[src/rtl/core/bhge_pkg.sv]
`timescale 1ns / 1ps

package bhge_pkg;

	localparam int FRAC_BITS  = 16;
	localparam int VALUE_BITS = 32;
	localparam int COORD_BITS = 24;
	localparam int WIDE_BITS  = 64;
	localparam int ACC_BITS   = 128;

	localparam logic FUNC_LOAD = 1'b0;
	localparam logic FUNC_EVAL = 1'b1;

	localparam logic [1:0] TAB_VALUE  = 2'd0;
	localparam logic [1:0] TAB_SLOPE0 = 2'd1;
	localparam logic [1:0] TAB_SLOPE1 = 2'd2;
	localparam logic [1:0] TAB_CROSS  = 2'd3;

	localparam int CFG_INDEX_BITS = 2;
	localparam logic [CFG_INDEX_BITS-1:0] CFG_ROWS = 2'd0;
	localparam logic [CFG_INDEX_BITS-1:0] CFG_COLS = 2'd1;

	// Hermite basis, one row per weight, coefficients of 1, t, t^2, t^3.
	localparam int HERMITE [16] = '{1, 0, -3, 2, 0, 0, 3, -2, 0, 1, -2, 1, 0, 0, -1, 1};

	typedef struct packed {
		logic                         func;
		logic [1:0]                   table_select;
		logic [5:0]                   entry_row;
		logic [5:0]                   entry_col;
		logic signed [VALUE_BITS-1:0] entry_value;
		logic signed [COORD_BITS-1:0] query_x0;
		logic signed [COORD_BITS-1:0] query_x1;
	} item_t;

	typedef struct packed {
		logic signed [VALUE_BITS-1:0] interp_value;
		logic                         saturated;
	} result_t;

	typedef struct packed {
		logic signed [WIDE_BITS-1:0] val;
		logic                        hit;
	} clip_t;

	function automatic logic signed [WIDE_BITS-1:0] hermite(input int k,
			input logic signed [WIDE_BITS-1:0] t, input logic signed [WIDE_BITS-1:0] t2,
			input logic signed [WIDE_BITS-1:0] t3);
		logic signed [WIDE_BITS-1:0] c0, c1, c2, c3;
		c0 = WIDE_BITS'(HERMITE[4*k]);
		c1 = WIDE_BITS'(HERMITE[4*k+1]);
		c2 = WIDE_BITS'(HERMITE[4*k+2]);
		c3 = WIDE_BITS'(HERMITE[4*k+3]);
		return (c0 <<< FRAC_BITS) + c1 * t + c2 * t2 + c3 * t3;
	endfunction

	function automatic clip_t clip_wide(input logic signed [ACC_BITS-1:0] v,
			input logic signed [ACC_BITS-1:0] lo, input logic signed [ACC_BITS-1:0] hi);
		clip_t r;
		r.val = v[WIDE_BITS-1:0];
		r.hit = 1'b0;
		if (v < lo) begin
			r.val = lo[WIDE_BITS-1:0];
			r.hit = 1'b1;
		end else if (v > hi) begin
			r.val = hi[WIDE_BITS-1:0];
			r.hit = 1'b1;
		end
		return r;
	endfunction

endpackage

[src/rtl/core/bhge_mul.sv]
`timescale 1ns / 1ps

// Signed 64 x 64 multiply in four passes of a 33 x 33 multiplier, upper halves first.
// The passes take upper x upper, upper x lower, lower x upper and lower x lower, and
// the sum is shifted up by 32 bits before the second and the fourth pass is added.
module bhge_mul import bhge_pkg::*; (
	input  logic                        clk,
	input  logic                        arst_n,
	input  logic                        en,
	input  logic signed [WIDE_BITS-1:0] a,
	input  logic signed [WIDE_BITS-1:0] b,
	output logic                        done,
	output logic signed [ACC_BITS-1:0]  p
);

	logic [1:0]                 phase_q;
	logic                       done_q;
	logic signed [32:0]         ma;
	logic signed [32:0]         mb;
	logic signed [65:0]         prod;
	logic signed [ACC_BITS-1:0] prod_x;
	logic signed [ACC_BITS-1:0] acc_q;

	always_comb begin
		ma     = phase_q[1] ? $signed({1'b0, a[31:0]}) : $signed({a[63], a[63:32]});
		mb     = phase_q[0] ? $signed({1'b0, b[31:0]}) : $signed({b[63], b[63:32]});
		prod   = ma * mb;
		prod_x = {{(ACC_BITS-66){prod[65]}}, prod};
	end

	always_ff @(posedge clk or negedge arst_n) begin
		if (!arst_n) begin
			phase_q <= 2'd0;
			done_q  <= 1'b0;
		end else begin
			done_q <= en && (phase_q == 2'd3);
			if (en) begin
				phase_q <= phase_q + 2'd1;
			end
		end
	end

	always_ff @(posedge clk) begin
		if (en) begin
			if (phase_q == 2'd0) begin
				acc_q <= prod_x;
			end else if (phase_q[0]) begin
				acc_q <= (acc_q <<< 32) + prod_x;
			end else begin
				acc_q <= acc_q + prod_x;
			end
		end
	end

	assign done = done_q;
	assign p    = acc_q;

endmodule

[config.mk]
export PLATFORM = sky130hd
export DESIGN_NAME = bhge_mul
export DESIGN_NICKNAME = d
export VERILOG_FILES = /design/src/rtl/core/bhge_pkg.sv /design/src/rtl/core/bhge_mul.sv
export SDC_FILE = /design/constraint.sdc
export NUM_CORES = 2
export LEC_CHECK = 0
export BUFFER_PORTS_ARGS = -buffer_cell sky130_fd_sc_hd__buf_2
export CAP_MARGIN = 20
export CORE_MARGIN = 1
export CORE_UTILIZATION = 30
export CTS_BUF_LIST = sky130_fd_sc_hd__clkbuf_4
export DETAILED_ROUTE_END_ITERATION = 12
export GPL_TIMING_DRIVEN = 0
export SYNTH_ARGS = -nofsm -noshare
export SYNTH_HDL_FRONTEND = slang
export SYNTH_SLANG_ARGS = --single-unit
[constraint.sdc]
create_clock -name clk -period 12.9 [get_ports clk]
set_input_delay 0.645 -clock clk [delete_from_list [all_inputs] [get_ports clk]]
set_output_delay 0.645 -clock clk [all_outputs]
set_load 0.05 [all_outputs]
; ---- Word-level counts from Yosys, hierarchy flattened
; Cells that the tools add are included.
[totals]
register_bits = 131
word_cells = 14
[classes]
n_addsub = 3
mul = 1
eq_ne = 1
n_mux = 4
reduce_logical = 2
[op_table]
columns = operator, count
row1 = $add 128x66->128, 2
row2 = $mux 128, 2
row3 = $mul 33x33->66, 1
row4 = $mux 33, 2
row5 = $add 2x1->2 const B, 1
row6 = $eq 2x2->1 const B, 1
row7 = $logic_not 2->1, 1
row8 = $logic_and 1x1->1, 1

; ---- Logic depth before layout (Yosys ltp)
[logic_depth]
ltp_word = 5
depth_mapped = 49

; ---- Worst setup path before layout
; No wires, ideal clock.
[synth_timing]
kind = register to register
start = register phase_q[0]
end = register acc_q[117] (netlist: p[117]), data pin
setup_time_ns = 0.274
arrival_time_ns = 12.948
t_required_ns = 12.626
setup_slack_ns = -0.322
path_stages_with_launch = 46
path_buffers = 5
period_less_slack_ns = 13.222
path_cell_list = dfrtp_1 > clkbuf_1 > buf_1 > buf_1 > mux2i_1 > clkbuf_1 > nor2_1 > fa_1 > inv_1 > fa_1 > inv_1 > fa_1 > fa_1 > inv_1 > fa_1 > inv_1 > fa_1 > fa_1 > [... 10 more ...] > o211ai_1 > mux2_2 > nand3_1 > inv_1 > ha_1 > clkbuf_1 > a21oi_1 > o21bai_1 > a21oi_1 > o211ai_1 > nor4_1 > nand3_1 > a21o_1 > a21o_1 > a41oi_1 > o21a_1 > xor2_1 > a221oi_2
[synth_between]
elab_chain_cells = 5
word_cells_on_any_way = 7
[synth_rtl]
columns = item, line_no
row1 = from (decl), bhge_mul.sv:16  ; logic [1:0] phase_q;
row2 = from (signal assigned), bhge_mul.sv:38  ; phase_q <= phase_q + 2'd1;
row3 = $mux 33, bhge_mul.sv:26  ; mb = phase_q[0] ? $signed({1'b0, b[31:0]}) : $signed({b[63], b[63:32]});
row4 = $mul 33x33->66, bhge_mul.sv:27  ; prod = ma * mb;
row5 = $add 128x66->128 (on tied branches), "bhge_mul.sv:50, bhge_mul.sv:48"
row6 = $mux 128, bhge_mul.sv:47  ; end else if (phase_q[0]) begin
row7 = $mux 128 *, bhge_mul.sv:45  ; if (phase_q == 2'd0) begin
row8 = to (signal assigned), bhge_mul.sv:46  ; acc_q <= prod_x;
row9 = to (signal assigned), bhge_mul.sv:48  ; acc_q <= (acc_q <<< 32) + prod_x;
row10 = to (signal assigned), bhge_mul.sv:50  ; acc_q <= acc_q + prod_x;
row11 = to (decl), bhge_mul.sv:22  ; logic signed [ACC_BITS-1:0] acc_q;
; Mark *: on every way between the ends. The rest lies on a longest branch, timed or not.
; A chain may end at the register's enable or synchronous reset.

; ---- Worst setup path in the final report
[layout_timing]
start = register phase_q[0]
end = register acc_q[126] (netlist: p[126]), data pin
; The elaborated chain is that of the path after synthesis.

==> metrics.cfg <==
[worst_setup_path]
cp_max_fo = 10
path_class = reg -> reg
crit_slowest_cell = fa_2
end_kind = flop
worstRegToRegCells = 44
critPathLaunchType = flop
cp.required_ps = 13420
worst-path-buf-inv = 12
crit_family = adder cells
startpoint = phase_q[0]$_DFFE_PN0P_
crit_path_frequent_cell = fa_1
max_stage_delay_ps = 580
rr_startpoint = phase_q[0]$_DFFE_PN0P_
cp.arrival_ps = 13280
crit_cells = 44

[sta]
final_hold_viol_count = 0
slew_headroom = 0.218
min_period_over_period = 0.990
final.setup_skew_ps = 46.4
fin_crit_ps = 12770
rsz0062_at_grt = yes
drv_slew = 0
max_freq_ghz = 0.0783
setup_viol = 0
worst_pin_slew_ps = 1170

[grt]
antenna_found_initial = 13
grt-ovfl-total = 0
track_usage = 0.283
grt_max_degree = 86
first_global_vias = 53000
grt_pass1_wl_um = 387000

[synth]
ys_warn_count = 0
syn-num-nets = 8402
synth_enable_flop_cells = 128
syn_inst = 6704
syn-cell-area_um2 = 57100
seq_area_frac_synth = 0.0686
avgSynthCellArea_um2 = 8.52
synth-async-reset-ratio = 0.0229
synth.distinct_cells = 90
synth_flop_cell = edfxtp_1
ys_ff_latch = 131

[clocking]
clk_pin_slew_ps = 160
clock-sinks = 131
cts_tree = built
clock_latency_ps = 760
cts_max_path_buffers = 2
htreeDepth = 4
numCtsBuffers = 17
root_buffer = clkbuf_4

[worst_hold_path]
hold_path_class = in -> async

[drt]
final_antenna_net_count = 0
drc = 0
num_vias = 51900
dr.first_iter.drc_count = 4965
routedWlPerCell_um = 28.7
viasPerCell = 5.39
routed_wl_um = 276000
dr.pass1.iters = 7

[layout]
final_common_cell = inv_1
syn_to_final_growth_pct = 17.0
final_cell_mix = 1197 x inv_1, 1124 x fa_1, 802 x nand2_1, 751 x nor2_1, 367 x ha_1
drive_above_1_share = 0.150
final_util = 0.355
final_nets = 8821
final_cells = 9636

[place]
io_buffers = 259
place_congestion = 1.02
hpwlAfterDp_um = 232000
dp.cells = 9513

[die]
dieArea_um2 = 192000
io_pins = 260
fp.dieH_um = 438
start_util = 0.303
dieWidth_um = 438
rows = 159
core_area_um2 = 188000

[run_status]
status = finished clean

[job]
drv_cap = 0

[sequential cells by signal, summed over array words and instances, names as in the netlist]
| signal | count |
|---|---|
| phase_q | 2 |
| p | 128 |
| done | 1 |
[logic make-up (layout without fill, tap and decap cells)]
family,Yosys count,count (layout),synth area share
xor gates and xnor gates,276,276,0.0423
and+or+nand+nor,1955,1955,0.145
muxes,130,130,0.0242
adders and majority gates,1567,1567,0.494
AOI/OAI and AO/OA,1128,1128,0.125
buffers and inverters,1517,1949,0.100
DFF,131,131,0.0686
other,0,5,0
[cells in the mapped netlist, drive strengths merged, types with 7 or more instances]
cell type / number / area [um2]
inv: 1208 / 4530
a211oi: 27 / 203
a21o: 131 / 983
fa: 1148 / 23000
and3: 31 / 194
a221oi: 46 / 422
nand2: 808 / 3030
ha: 419 / 5240
o21bai: 58 / 435
o221ai: 8 / 76.3
nand4: 77 / 482
a21boi: 16 / 120
o21a: 44 / 330
a221o: 8 / 80.1
mux2: 66 / 743
and4: 11 / 96.3
nor3: 44 / 231
xnor2: 174 / 1520
clkbuf: 257 / 967
edfxtp: 128 / 3840
a2111oi: 7 / 80.1
and2: 38 / 238
a21oi: 374 / 1880
o21ai: 253 / 1280
nand2b: 33 / 206
nor2b: 32 / 200
or2: 15 / 93.8
xor2: 102 / 893
o31ai: 14 / 115
nand3: 58 / 290
a22oi: 7 / 52.6
mux2i: 64 / 641
nor4: 12 / 81.3
a31oi: 39 / 265
or3: 10 / 62.6
nor2: 760 / 2850
o211ai: 35 / 268
buf: 50 / 220
[path summary, 6_finish.rpt]
kind | end | slack, ps
worst min register to register | p[0]$_DFFE_PP_ | 910
worst min-delay path | done$_DFF_PN0_ | 230
worst max-delay path | p[126]$_DFFE_PP_ | 130
worst max register to register | p[126]$_DFFE_PP_ | 130
min in group clk | p[87]$_DFFE_PP_ | 370
max in group asynchronous | phase_q[0]$_DFFE_PN0P_ | 12440
[worst register-to-register path, delay by kind of cell, from the launching register on]
kind,cells,cell delay [ps]
AOI/OAI and AO/OA,9,1960
buffers and inverters,12,1950
muxes,3,1020
adders and majority gates,10,4730
and+or+nand+nor,10,2290
DFF,1,530
[final cells by class]
cell class | count | area, um2
Tap cell | 2495 | 3120
Timing Repair inverter | 1 | 5.00
Timing Repair Buffer | 448 | 3350
Antenna cell | 5 | 12.5
Multi-Input combinational cell | 5056 | 49800
Sequential cell | 131 | 3920
Clock inverter | 15 | 230
Inverter | 1210 | 4570
Clock buffer | 17 | 128
Fill cell | 19700 | 122000
Buffer | 258 | 1680
[through the flow]
stage / hold slack (ps) / cell area, um2 / worst slack [ps] / TNS (ps)
after floorplan: 349 / 57200 / 35.1 / 0
after global placement: 513 / 61600 / -6720 / -437590
after detailed placement: 514 / 62400 / -4210 / -261730
after CTS: 159 / 65000 / -30.6 / -49.3
after global routing: 228 / 66800 / -60.7 / -288
final: 231 / 66800 / 134 / 0
[per-layer routing]
layer / vias to the layer above / share of wire / track usage
li1: 22200 / - / -
met1: 26400 / 0.39 / 0.360
met2: 2719 / 0.44 / 0.444
met3: 619 / 0.091 / 0.0552
met4: 12 / 0.073 / 0.168
met5: - / 0.00028 / 0
[timing repair]
item | in CTS | in global routing
buffers inserted | 62 | 64
gates cloned | 2 | 6
pin swaps | 47 | 57
hold endpoints to repair | 3 | 0
hold buffers | 1 | 0
endpoints found under the setup margin | 96 | 70
resized for setup | 509 | 381
Power is left out: the tool's default activity adds up to more than one toggle a clock period on the data nets, which glitch-free logic cannot reach.
